**config.mk**
```make
export PLATFORM = sky130hd
export DESIGN_NAME = text_console_writer_flat
export DESIGN_NICKNAME = d
export VERILOG_FILES = /design/src/design/tcw_pkg.sv /design/src/design/tcw_req_if.sv /design/src/design/tcw_rsp_if.sv /design/src/design/tcw_bcd.sv /design/src/design/text_console_writer.sv /design/src/flat_wrapper.sv
export VERILOG_INCLUDE_DIRS = /design/src /design/src/design
export SDC_FILE = /design/constraint.sdc
export NUM_CORES = 1
export LEC_CHECK = 0
export BUFFER_PORTS_ARGS = -buffer_cell sky130_fd_sc_hd__buf_2
export CORE_ASPECT_RATIO = 0.5
export CORE_UTILIZATION = 40
export DETAILED_ROUTE_END_ITERATION = 8
export SYNTH_ARGS = -nofsm -noshare
export SYNTH_HDL_FRONTEND = slang
export SYNTH_SLANG_ARGS = --single-unit
```
**constraint.sdc**
```tcl
create_clock -name clock -period 18.6 [get_ports clock]
set_clock_uncertainty 0.1 [all_clocks]
set_input_delay 0.93 -clock clock [delete_from_list [all_inputs] [get_ports clock]]
set_output_delay 0.93 -clock clock [all_outputs]
set_load 0.05 [all_outputs]
```
**src/design/text_console_writer_defines.svh**
```systemverilog
// Assertion macros used by the console writer RTL.
// Included by modules that carry concurrent checks; no other dependencies.
`ifndef TEXT_CONSOLE_WRITER_DEFINES_SVH
`define TEXT_CONSOLE_WRITER_DEFINES_SVH
`ifndef SYNTHESIS
// check gated off while reset is high
`define TCW_ASSERT(name, clk, rst, prop, msg) \
   name: assert property (@(posedge clk) disable iff (rst) prop) else $error(msg);
// check that also holds through reset
`define TCW_ASSERT_ALWAYS(name, clk, prop, msg) \
   name: assert property (@(posedge clk) prop) else $error(msg);
`else
`define TCW_ASSERT(name, clk, rst, prop, msg)
`define TCW_ASSERT_ALWAYS(name, clk, prop, msg)
`endif
`endif

```
**src/design/tcw_pkg.sv**
```systemverilog
// Shared widths and codes for the text console writer.
// No dependencies; used by the interfaces, the converter and the top level.
`timescale 1ns / 1ps

package tcw_pkg;

   localparam int VALUE_W  = 32;   // binary number width
   localparam int DIGIT_W  = 4;    // one BCD digit
   localparam int BCD_W    = 40;   // ten BCD digits
   localparam int COUNT_W  = 5;    // bit-step counter, 0..31
   localparam int NDIG_W   = 4;    // digit count, 1..10
   localparam int CHAR_W   = 8;
   localparam int ROW_W    = 8;
   localparam int COL_W    = 7;
   localparam int ADDR_W   = 15;
   localparam int DATA_W   = 16;

   localparam logic [NDIG_W-1:0]  MAX_DIGITS   = 4'd10;
   localparam logic [COUNT_W-1:0] LAST_STEP    = 5'd31;
   localparam logic [CHAR_W-1:0]  NEWLINE_CODE = 8'd10;
   localparam logic [CHAR_W-1:0]  ASCII_ZERO   = 8'h30;

   // opcode field values
   localparam logic OP_CHAR   = 1'b0;
   localparam logic OP_NUMBER = 1'b1;

endpackage

```
**src/design/tcw_req_if.sv**
```systemverilog
// Request channel: valid/ready handshake with one character or number word.
// Depends on tcw_pkg for field widths.
`timescale 1ns / 1ps

interface tcw_req_if;
   logic                          valid;
   logic                          ready;
   logic                          opcode;
   logic [tcw_pkg::CHAR_W-1:0]    char_code;
   logic [tcw_pkg::CHAR_W-1:0]    colour;
   logic [tcw_pkg::VALUE_W-1:0]   number_value;

   modport source (output valid, opcode, char_code, colour, number_value, input ready);
   modport sink   (input valid, opcode, char_code, colour, number_value, output ready);
endinterface

```
**src/design/tcw_rsp_if.sv**
```systemverilog
// Response channel: valid/ready handshake carrying one cell write word.
// Depends on tcw_pkg for field widths.
`timescale 1ns / 1ps

interface tcw_rsp_if;
   logic                          valid;
   logic                          ready;
   logic [tcw_pkg::ADDR_W-1:0]    cell_address;
   logic [tcw_pkg::DATA_W-1:0]    cell_data;
   logic                          last;

   modport source (output valid, cell_address, cell_data, last, input ready);
   modport sink   (input valid, cell_address, cell_data, last, output ready);
endinterface

```
**src/design/tcw_bcd.sv**
```systemverilog
// Bit-serial binary to BCD converter (shift and add-3), one bit per cycle.
// Depends on tcw_pkg for widths and the step count.
`timescale 1ns / 1ps

module tcw_bcd (
   input  logic                         clock,
   input  logic                         reset,
   input  logic                         start,
   input  logic [tcw_pkg::VALUE_W-1:0]  value,
   output logic                         done,
   output logic [tcw_pkg::BCD_W-1:0]    digits
);

   logic [tcw_pkg::VALUE_W-1:0] bin_ff,   bin_in;
   logic [tcw_pkg::BCD_W-1:0]   bcd_ff,   bcd_in;
   logic [tcw_pkg::BCD_W-1:0]   bcd_adj;
   logic [tcw_pkg::COUNT_W-1:0] count_ff, count_in;
   logic                        busy_ff,  busy_in;
   logic                        done_ff,  done_in;

   // add 3 to every digit of 5 or more before the shift
   always_comb begin
      for (int i = 0; i < tcw_pkg::BCD_W / tcw_pkg::DIGIT_W; i++) begin
         if (bcd_ff[i*tcw_pkg::DIGIT_W +: tcw_pkg::DIGIT_W] >= 4'd5) begin
            bcd_adj[i*tcw_pkg::DIGIT_W +: tcw_pkg::DIGIT_W] =
               bcd_ff[i*tcw_pkg::DIGIT_W +: tcw_pkg::DIGIT_W] + 4'd3;
         end else begin
            bcd_adj[i*tcw_pkg::DIGIT_W +: tcw_pkg::DIGIT_W] =
               bcd_ff[i*tcw_pkg::DIGIT_W +: tcw_pkg::DIGIT_W];
         end
      end
   end

   // step control
   always_comb begin
      bin_in   = bin_ff;
      bcd_in   = bcd_ff;
      count_in = count_ff;
      busy_in  = busy_ff;
      done_in  = 1'b0;
      if (start) begin
         bin_in   = value;
         bcd_in   = '0;
         count_in = '0;
         busy_in  = 1'b1;
      end else if (busy_ff) begin
         bcd_in   = {bcd_adj[tcw_pkg::BCD_W-2:0], bin_ff[tcw_pkg::VALUE_W-1]};
         bin_in   = {bin_ff[tcw_pkg::VALUE_W-2:0], 1'b0};
         count_in = count_ff + 1'b1;
         if (count_ff == tcw_pkg::LAST_STEP) begin
            busy_in = 1'b0;
            done_in = 1'b1;
         end
      end
   end

   always_ff @(posedge clock) begin
      bin_ff   <= bin_in;
      bcd_ff   <= bcd_in;
      count_ff <= count_in;
      if (reset) begin
         busy_ff <= 1'b0;
         done_ff <= 1'b0;
      end else begin
         busy_ff <= busy_in;
         done_ff <= done_in;
      end
   end

   assign done   = done_ff;
   assign digits = bcd_ff;

endmodule

```
**src/design/text_console_writer.sv**
```systemverilog
// Text console writer: a character word is in the output register in the cycle after
// acceptance (a newline only moves the cursor); a number word takes 32 serial BCD steps,
// then a load of the digits, then the trim state drops leading zeros one by one, then
// one cell write is registered per digit, and output stalls can hold each of those writes.
// One request is in flight at a time; a response waits in the output register.
// Synchronous active-high reset clears the cursor, the FSM and output valid.
`timescale 1ns / 1ps
`include "text_console_writer_defines.svh"

module text_console_writer #(
   parameter int SCREEN_COLUMNS = 80
) (
   input  logic       clock,
   input  logic       reset,
   tcw_req_if.sink    req_ch,
   tcw_rsp_if.source  rsp_ch
);

   typedef enum logic [1:0] {
      ST_IDLE,
      ST_CONVERT,
      ST_TRIM,
      ST_EMIT
   } state_type;

   localparam logic [tcw_pkg::COL_W-1:0]  COLUMNS   = tcw_pkg::COL_W'(SCREEN_COLUMNS);
   localparam logic [tcw_pkg::ADDR_W-1:0] COLUMNS_A = tcw_pkg::ADDR_W'(SCREEN_COLUMNS);

   state_type                    state_ff,   state_in;
   logic [tcw_pkg::ROW_W-1:0]    row_ff,     row_in;
   logic [tcw_pkg::COL_W-1:0]    col_ff,     col_in;
   logic [tcw_pkg::CHAR_W-1:0]   colour_ff,  colour_in;
   logic [tcw_pkg::BCD_W-1:0]    digits_ff,  digits_in;
   logic [tcw_pkg::NDIG_W-1:0]   ndig_ff,    ndig_in;
   logic                         rsp_valid_ff, rsp_valid_in;
   logic [tcw_pkg::ADDR_W-1:0]   rsp_addr_ff,  rsp_addr_in;
   logic [tcw_pkg::DATA_W-1:0]   rsp_data_ff,  rsp_data_in;
   logic                         rsp_last_ff,  rsp_last_in;

   logic                         slot_free;
   logic                         req_fire;
   logic                         bcd_start;
   logic                         bcd_done;
   logic [tcw_pkg::BCD_W-1:0]    bcd_digits;
   logic [tcw_pkg::COL_W-1:0]    col_next;
   logic [tcw_pkg::ROW_W-1:0]    row_next;
   logic [tcw_pkg::COL_W-1:0]    col_plus;
   logic [tcw_pkg::ADDR_W-1:0]   cur_addr;
   logic [tcw_pkg::DIGIT_W-1:0]  top_digit;

   tcw_bcd u_bcd (
      .clock  (clock),
      .reset  (reset),
      .start  (bcd_start),
      .value  (req_ch.number_value),
      .done   (bcd_done),
      .digits (bcd_digits)
   );

   // handshake
   assign slot_free    = !rsp_valid_ff || rsp_ch.ready;
   assign req_ch.ready = (state_ff == ST_IDLE) && slot_free;
   assign req_fire     = req_ch.valid && req_ch.ready;

   // cursor after one cell write, and the cell address at the cursor
   assign col_plus  = col_ff + 1'b1;
   assign col_next  = (col_plus == COLUMNS) ? '0 : col_plus;
   assign row_next  = (col_plus == COLUMNS) ? row_ff + 1'b1 : row_ff;
   assign cur_addr  = tcw_pkg::ADDR_W'(row_ff) * COLUMNS_A + tcw_pkg::ADDR_W'(col_ff);
   assign top_digit = digits_ff[tcw_pkg::BCD_W-1 -: tcw_pkg::DIGIT_W];

   // next-state logic
   always_comb begin
      state_in     = state_ff;
      row_in       = row_ff;
      col_in       = col_ff;
      colour_in    = colour_ff;
      digits_in    = digits_ff;
      ndig_in      = ndig_ff;
      rsp_valid_in = rsp_valid_ff && !rsp_ch.ready;
      rsp_addr_in  = rsp_addr_ff;
      rsp_data_in  = rsp_data_ff;
      rsp_last_in  = rsp_last_ff;
      bcd_start    = 1'b0;
      case (state_ff)
         ST_IDLE: begin
            if (req_fire) begin
               colour_in = req_ch.colour;
               if (req_ch.opcode == tcw_pkg::OP_CHAR) begin
                  if (req_ch.char_code == tcw_pkg::NEWLINE_CODE) begin
                     row_in = row_ff + 1'b1;
                     col_in = '0;
                  end else begin
                     rsp_valid_in = 1'b1;
                     rsp_addr_in  = cur_addr;
                     rsp_data_in  = {req_ch.colour, req_ch.char_code};
                     rsp_last_in  = 1'b1;
                     row_in       = row_next;
                     col_in       = col_next;
                  end
               end else begin
                  bcd_start = 1'b1;
                  state_in  = ST_CONVERT;
               end
            end
         end
         ST_CONVERT: begin
            if (bcd_done) begin
               digits_in = bcd_digits;
               ndig_in   = tcw_pkg::MAX_DIGITS;
               state_in  = ST_TRIM;
            end
         end
         ST_TRIM: begin
            // drop leading zeros, keep at least one digit
            if (top_digit == '0 && ndig_ff != 4'd1) begin
               digits_in = {digits_ff[tcw_pkg::BCD_W-tcw_pkg::DIGIT_W-1:0],
                            {tcw_pkg::DIGIT_W{1'b0}}};
               ndig_in   = ndig_ff - 1'b1;
            end else begin
               state_in = ST_EMIT;
            end
         end
         ST_EMIT: begin
            if (slot_free) begin
               rsp_valid_in = 1'b1;
               rsp_addr_in  = cur_addr;
               rsp_data_in  = {colour_ff, tcw_pkg::ASCII_ZERO | tcw_pkg::CHAR_W'(top_digit)};
               rsp_last_in  = (ndig_ff == 4'd1);
               row_in       = row_next;
               col_in       = col_next;
               digits_in    = {digits_ff[tcw_pkg::BCD_W-tcw_pkg::DIGIT_W-1:0],
                               {tcw_pkg::DIGIT_W{1'b0}}};
               ndig_in      = ndig_ff - 1'b1;
               if (ndig_ff == 4'd1) begin
                  state_in = ST_IDLE;
               end
            end
         end
         default: begin
            state_in = ST_IDLE;
         end
      endcase
   end

   // state and registered outputs
   always_ff @(posedge clock) begin
      colour_ff   <= colour_in;
      digits_ff   <= digits_in;
      ndig_ff     <= ndig_in;
      rsp_addr_ff <= rsp_addr_in;
      rsp_data_ff <= rsp_data_in;
      rsp_last_ff <= rsp_last_in;
      if (reset) begin
         state_ff     <= ST_IDLE;
         row_ff       <= '0;
         col_ff       <= '0;
         rsp_valid_ff <= 1'b0;
      end else begin
         state_ff     <= state_in;
         row_ff       <= row_in;
         col_ff       <= col_in;
         rsp_valid_ff <= rsp_valid_in;
      end
   end

   assign rsp_ch.valid        = rsp_valid_ff;
   assign rsp_ch.cell_address = rsp_addr_ff;
   assign rsp_ch.cell_data    = rsp_data_ff;
   assign rsp_ch.last         = rsp_last_ff;

   // checks
   `TCW_ASSERT_ALWAYS(a_reset_idle, clock, reset |=> !rsp_valid_ff && state_ff == ST_IDLE, "reset did not clear output or FSM")
   `TCW_ASSERT(a_col_range, clock, reset, col_ff < COLUMNS, "cursor column out of range")
   `TCW_ASSERT(a_done_in_convert, clock, reset, bcd_done |-> state_ff == ST_CONVERT, "converter finished outside conversion")
   `TCW_ASSERT(a_emit_count, clock, reset, state_ff == ST_EMIT |-> ndig_ff != 4'd0 && ndig_ff <= tcw_pkg::MAX_DIGITS, "digit count out of range while emitting")
   `TCW_ASSERT(a_emit_digit, clock, reset, state_ff == ST_EMIT |-> top_digit <= 4'd9, "non-decimal digit emitted")

endmodule

```
**src/flat_wrapper.sv**
```systemverilog
// flat-port wrapper written by rule: the top's interface ports become plain ports
module text_console_writer_flat 
#(
   parameter int SCREEN_COLUMNS = 80
)
  (clock, reset, req_ch_valid, req_ch_opcode, req_ch_char_code, req_ch_colour, req_ch_number_value, req_ch_ready, rsp_ch_valid, rsp_ch_cell_address, rsp_ch_cell_data, rsp_ch_last, rsp_ch_ready);
  tcw_req_if req_ch_i ();
  tcw_rsp_if rsp_ch_i ();
  input  logic clock;
  input  logic reset;
  input wire logic [$bits(req_ch_i.valid)-1:0] req_ch_valid;
  input wire logic [$bits(req_ch_i.opcode)-1:0] req_ch_opcode;
  input wire logic [$bits(req_ch_i.char_code)-1:0] req_ch_char_code;
  input wire logic [$bits(req_ch_i.colour)-1:0] req_ch_colour;
  input wire logic [$bits(req_ch_i.number_value)-1:0] req_ch_number_value;
  output wire logic [$bits(req_ch_i.ready)-1:0] req_ch_ready;
  output wire logic [$bits(rsp_ch_i.valid)-1:0] rsp_ch_valid;
  output wire logic [$bits(rsp_ch_i.cell_address)-1:0] rsp_ch_cell_address;
  output wire logic [$bits(rsp_ch_i.cell_data)-1:0] rsp_ch_cell_data;
  output wire logic [$bits(rsp_ch_i.last)-1:0] rsp_ch_last;
  input wire logic [$bits(rsp_ch_i.ready)-1:0] rsp_ch_ready;
  assign req_ch_i.valid = req_ch_valid;
  assign req_ch_i.opcode = req_ch_opcode;
  assign req_ch_i.char_code = req_ch_char_code;
  assign req_ch_i.colour = req_ch_colour;
  assign req_ch_i.number_value = req_ch_number_value;
  assign req_ch_ready = req_ch_i.ready;
  assign rsp_ch_valid = rsp_ch_i.valid;
  assign rsp_ch_cell_address = rsp_ch_i.cell_address;
  assign rsp_ch_cell_data = rsp_ch_i.cell_data;
  assign rsp_ch_last = rsp_ch_i.last;
  assign rsp_ch_i.ready = rsp_ch_ready;
  text_console_writer #(.SCREEN_COLUMNS(SCREEN_COLUMNS)) u_core (.clock(clock), .reset(reset), .req_ch(req_ch_i), .rsp_ch(rsp_ch_i));
endmodule
```
## Word-level counts from Yosys, hierarchy flattened

Index checks and enable logic that the tools add are counted.

| word-level totals | value |
|---|---|
| flip-flop bits (word level) | 181 |
| input port bits | 53 |
| output and inout port bits | 34 |

| cells by class | value |
|---|---|
| multiply operators | 1 |
| reductions and logical operators | 18 |
| mux-type cells | 66 |
| order comparisons | 10 |
| equality and inequality tests | 17 |
| bitwise gates (word level) | 1 |
| add/sub/neg operators | 15 |

Operator list:

| cell | count |
|---|---|
| 40-bit 2-to-1 mux | 3 |
| 40-bit case mux with 3 select lines | 1 |
| 16-bit 2-to-1 mux | 4 |
| 32-bit 2-to-1 mux | 2 |
| 15-bit 2-to-1 mux | 4 |
| 4-bit 2-to-1 mux | 12 |
| 4-bit by 3-bit greater-or-equal comparator with 1-bit output, second input constant | 10 |
| 8-bit 2-to-1 mux | 5 |
| 4-bit by 2-bit adder with 4-bit output, second input constant | 9 |
| 7-bit 2-to-1 mux | 5 |
| 16-bit case mux with 2 select lines | 1 |
| 15-bit case mux with 2 select lines | 1 |
| 8-bit case mux with 2 select lines | 1 |
| 15-bit by 7-bit adder with 15-bit output | 1 |
| 1-bit 2-to-1 mux | 15 |
| 7-bit case mux with 2 select lines | 1 |
| 2-bit 2-to-1 mux | 6 |
| 4-bit case mux with 3 select lines | 1 |
| 8-bit by 3-bit multiplier with 11-bit output, second input constant | 1 |
| 2-bit inequality test, second input constant | 5 |
| 8-bit by 1-bit adder with 8-bit output, second input constant | 1 |
| 8-bit by 4-bit == test with 1-bit output, second input constant | 1 |
| 2-bit by 1-bit inequality test with 1-bit output, second input constant | 4 |
| 2-bit case mux with 4 select lines | 1 |
| other kinds (25) | 33 |

## Depth between registers and ports, before layout

| depth | value |
|---|---|
| word-level depth | 7 |
| gate-level depth with buffers | 10 |
| mapped depth without buffers | 8 |

## Hierarchy

Synthesis repeated with hierarchy kept, for this count alone.

| second synthesis, totals | value |
|---|---|
| cell total of the unflattened synthesis | 778 |
| area, all modules | 9017.4 µm² |

Modules (own cells, without submodules):

| module | times used | sequential area each (µm²) | cells each | area an instance (µm²) |
|---|---|---|---|---|
| text_console_writer | 1 | 2882.8 | 375 | 4939.7 |
| tcw_bcd | 1 | 1901.8 | 403 | 4077.7 |

## Worst setup path after synthesis

OpenSTA, ideal clock, no wires.

| timing | value |
|---|---|
| path kind | input port to flip-flop |
| start | input port rsp_ch_ready |
| end | register u_core.digits_ff[0] (netlist name), enable pin |
| cell stages on the path | 2 |
| path slack | 9.782 ns |
| data arrival time | 8.037 ns |
| cell sequence | and3b_1 a2111oi_0 |

| on the way | value |
|---|---|
| word-level cells in the longest chain between the ends | 3 |

RTL lines:

| item | RTL line | RTL |
|---|---|---|
| from (decl) | flat_wrapper.sv:21 | `input wire logic [$bits(rsp_ch_i.ready)-1:0] rsp_ch_ready;` |
| 1-bit logical OR | text_console_writer.sv:61 | `assign slot_free = !rsp_valid_ff \|\| rsp_ch.ready;` |
| 2-bit by 1-bit inequality test with 1-bit output (no line) | - |  |
| 4-bit AND reduction (no line) | - |  |
| to (signal assigned) | text_console_writer.sv:149 | `digits_ff <= digits_in;` |
| to (decl) | text_console_writer.sv:33 | `logic [tcw_pkg::BCD_W-1:0] digits_ff, digits_in;` |

No other way between the ends.
A chain may end at the register's enable or synchronous reset.

## Worst setup path after layout

| timing | value |
|---|---|
| start | register u_core.state_ff[0] |
| end | register u_core.u_bcd.bin_ff[10] (netlist name), enable pin |

| on the way | value |
|---|---|
| word-level cells in the longest chain between the ends | 6 |

RTL lines:

| item | RTL line | RTL |
|---|---|---|
| from (decl) | text_console_writer.sv:29 | `state_type state_ff, state_in;` |
| from (signal assigned) | text_console_writer.sv:160 | `state_ff <= state_in;` |
| 2-bit logical NOT (*) | text_console_writer.sv:62, text_console_writer.sv:85 |  |
| 1-bit logical AND | text_console_writer.sv:62 | `assign req_ch.ready = (state_ff == ST_IDLE) && slot_free;` |
| 1-bit logical AND | text_console_writer.sv:63 | `assign req_fire = req_ch.valid && req_ch.ready;` |
| 1-bit 2-to-1 mux | text_console_writer.sv:87 | `if (req_fire) begin` |
| 1-bit 2-to-1 mux (*) | text_console_writer.sv:85 | `case (state_ff)` |
| 2-bit nonzero test (no line) (*) | - |  |
| to (signal assigned) | tcw_bcd.sv:58 | `bin_ff <= bin_in;` |
| to (decl) | tcw_bcd.sv:14 | `logic [tcw_pkg::VALUE_W-1:0] bin_ff, bin_in;` |

Every way passes the cells marked *; elsewhere a longest branch is shown, timed or not.

==> key figures <==
Run status
  • Status: completed

Clock network
  • Clock buffer count from CTS: 17
  • Clock-pin transition on the worst setup and hold timing paths: 0.07 ns
  • Clock Path Buffers: 2
  • Clock latency on the worst-skew pair: between 0.4 and 0.5 ns
  • Root Driver: clkbuf_16
  • TritonCTS clock tree: built
  • Hold_buf cts: 0
  • Number of gates resized after CTS: 0
  • H-tree depth: 4
  • CTS Sinks: roughly 180
  • Setup Fix Bufs, Post-CTS: 0

Cells and area
  • Share of layout cells above drive strength 1: roughly 17%
  • Commonest non-fill, non-tap cell in the layout: edfxtp_1
  • P&R area growth vs syn: 14.8%
  • Final cell count without fillers: about 1100
  • Area occupied by registers: roughly 4800 sq um
  • Nets@finish: around 900
  • Core Util, Final: between 40% and 50%
  • Multi-input logic area: ~3800 sq um
  • Layout fillers: between 1500 and 2000
  • ANT cells: 0
  • Commonest non-fill, non-tap cells in the layout: edfxtp_1 (116), buf_2 (86), mux2_1 (78)

Yosys
  • Synth Area per Inst: between 10 and 15 sq um
  • Top FF cell, synth: edfxtp_1
  • Async S/R FF share, synth: 0%
  • Cells after Synth: 727
  • YS warnings: 0
  • Mapped Area: 8770 sq um
  • Sequential area share after synthesis: a little over half
  • Post-synth EDFFs: between 100 and 150
  • Synth unique cells: 58
  • Mapped Nets: just over 800
  • Yosys reg bits: about 180

Floorplanning
  • Core area: roughly 21000 sq um
  • Initial core utilization: between 40% and 50%
  • Die width: 211 um
  • DIE AREA: between 20000 and 25000 sq um
  • Number of core rows: 37
  • Die height: roughly 110 um
  • Ports: 87

Power
  • Worst IR drop on VDD: around 0.062 mV
  • Pwr Density: ~160 nW/um^2
  • Power after layout: roughly 1.6 mW
  • Power Internal: 0.977 mW
  • Switching share of power: 37.9%
  • Leakage: between 3 and 4 nW
  • Comb power frac: ~33%
  • Switching power: approximately 0.6 mW
  • Seq pwr share: between 40 and 50%
  • Clock share of power: 22.0%

Worst setup path
  • WP data arrival: 3.40 ns
  • CP Data Required Time: between 15 and 20 ns
  • Worst setup EP type: flip-flop
  • CP max FO: a little under 80
  • Worst Path Class, Setup: reg2reg
  • Startpoint class of the critical path: flip-flop

Routing
  • Starting DRT DRC Count: 350
  • # DRC: 0
  • Final wirelength: approximately 16000 um
  • Initial DRT Pass Iterations: 4
  • Drt wl/cell: roughly 15 um
  • Vias: 5601
  • Drt via density: 5.04
  • Routed Antenna Nets: 0

Global route
  • Antenna violations before repair: 0
  • Largest net degree at the start of global routing: 80
  • GRT Total Usage: between 15 and 20%
  • Number of global-route vias before repair: around 5500
  • Global-route wire length before repair: 27500 um
  • Grt ovf: 0

Placed design
  • Number of port buffers: 86
  • DP Worst Slack: 14.79 ns
  • Gp weighted congestion: 0.798
  • Placed Instances: approximately 1100
  • Dpl hpwl: approximately 11000 um

Timing
  • Achievable Freq: approximately 300 MHz
  • Final setup viols: 0
  • Period minus WS final: 3.41 ns
  • RSZ-0062 raised after global routing: false
  • Rel. slew slack: between 30 and 40%
  • Setup ws final: approximately 15 ns
  • Fin crit share: ~18%
  • Hold Fails Final Rpt: 0
  • Setup TNS: 0 ns
  • Worst-Margin Slew: around 0.95 ns
  • Slew Limit Fails: 0

Flow run
  • Max-cap violations: 0

Worst hold path
  • Hold Path Class: reg2reg
## area by class of cell
cell class                      instances  share of cell area, %
Sequential cell                       181                   47.5
Multi-Input combinational cell        482                   37.3
Timing Repair Buffer                   92                   4.72
Clock buffer                           17                   4.23
Tap cell                              292                   3.63
Clock inverter                         15                   1.37
Inverter                               33                   1.23
## per-stage QoR
| step | hold slack (ns) | cell area (sq um) |
|---|---|---|
| 5_1_grt | 0.415 | 10100 |
| 3_5_place_dp | 0.377 | 9510 |
| 6_report | 0.396 | 10100 |
| 2_1_floorplan | 0.342 | 8770 |
| 3_3_place_gp | 0.376 | 9510 |
| 4_1_cts | 0.393 | 10100 |
## metal layers
layer  vias up  track usage [%]  share of wire, %
met4         0             5.12              0.93
met1      2697             20.3                50
met5         -                0                 0
met2        64             25.5                47
met3        10             3.10               2.5
li1       2830                -                 -
## cell usage after synthesis, drive strengths merged (20+ instances only)
cell | n | area [sq um]
a21oi | 50 | 250
clkbuf | 20 | 75.1
dfxtp | 65 | 1300
edfxtp | 116 | 3480
ha | 46 | 576
inv | 33 | 124
mux2 | 79 | 890
mux2i | 33 | 330
nand2 | 25 | 93.8
nand3 | 21 | 105
nor2 | 50 | 188
o21ai | 29 | 145
xnor2 | 23 | 201
## registers in the layout, summed over array words and instances, names as in the netlist
signal / cells
u_core.rsp_ch.valid: 1
u_core.colour_ff: 8
u_core.u_bcd.bin_ff: 32
u_core.digits_ff: 40
u_core.ndig_ff: 4
u_core.u_bcd.done: 1
u_core.rsp_ch.cell_address: 15
u_core.col_ff: 7
u_core.u_bcd.count_ff: 5
u_core.rsp_ch.last: 1
u_core.state_ff: 2
u_core.row_ff: 8
u_core.u_bcd.digits: 40
u_core.u_bcd.busy_ff: 1
u_core.rsp_ch.cell_data: 16
## critical path: stages (launching register included)
cell and delay, ns:
dfxtp_1 0.34, inv_1 0.11, ha_1 0.29, and3_1 0.53, and2_2 0.22, buf_4 0.71
or2_1 0.34, buf_4 0.38
## kinds of logic (layout without fill, tap and decap cells)
logic type	Yosys count	count (layout)	share of synthesized area (%)
buffers and inverters	64	157	2.88
multiplexers	112	112	13.9
adder cells (fa/ha/maj)	48	48	7.02
flip-flops	181	181	54.6
XOR/XNOR	27	27	2.70
AO/OA/AOI/OAI	119	119	8.26
AND/OR/NAND/NOR	176	176	10.7
## power by group through the flow
stage	registers [mW]	clock network [mW]	logic, mW
detailed placement	0.711	0	0.529
finish	0.703	0.346	0.524
floorplan	0.816	0	0.300
global route	0.725	0.373	0.581
CTS	0.704	0.358	0.532
global placement	0.709	0	0.519
## path summary, 6_finish.rpt
path	start	to	slack [ns]	cells past startpoint
max	u_core.state_ff[0]	u_core.u_bcd.bin_ff[10]	15.19	7
min	u_core.u_bcd.digits[39]	u_core.u_bcd.digits[39]	0.40	2
max reg2reg	u_core.state_ff[0]	u_core.u_bcd.bin_ff[10]	15.19	7
min reg2reg	u_core.u_bcd.digits[39]	u_core.u_bcd.digits[39]	0.40	2
(Power assumes the default switching activity.)
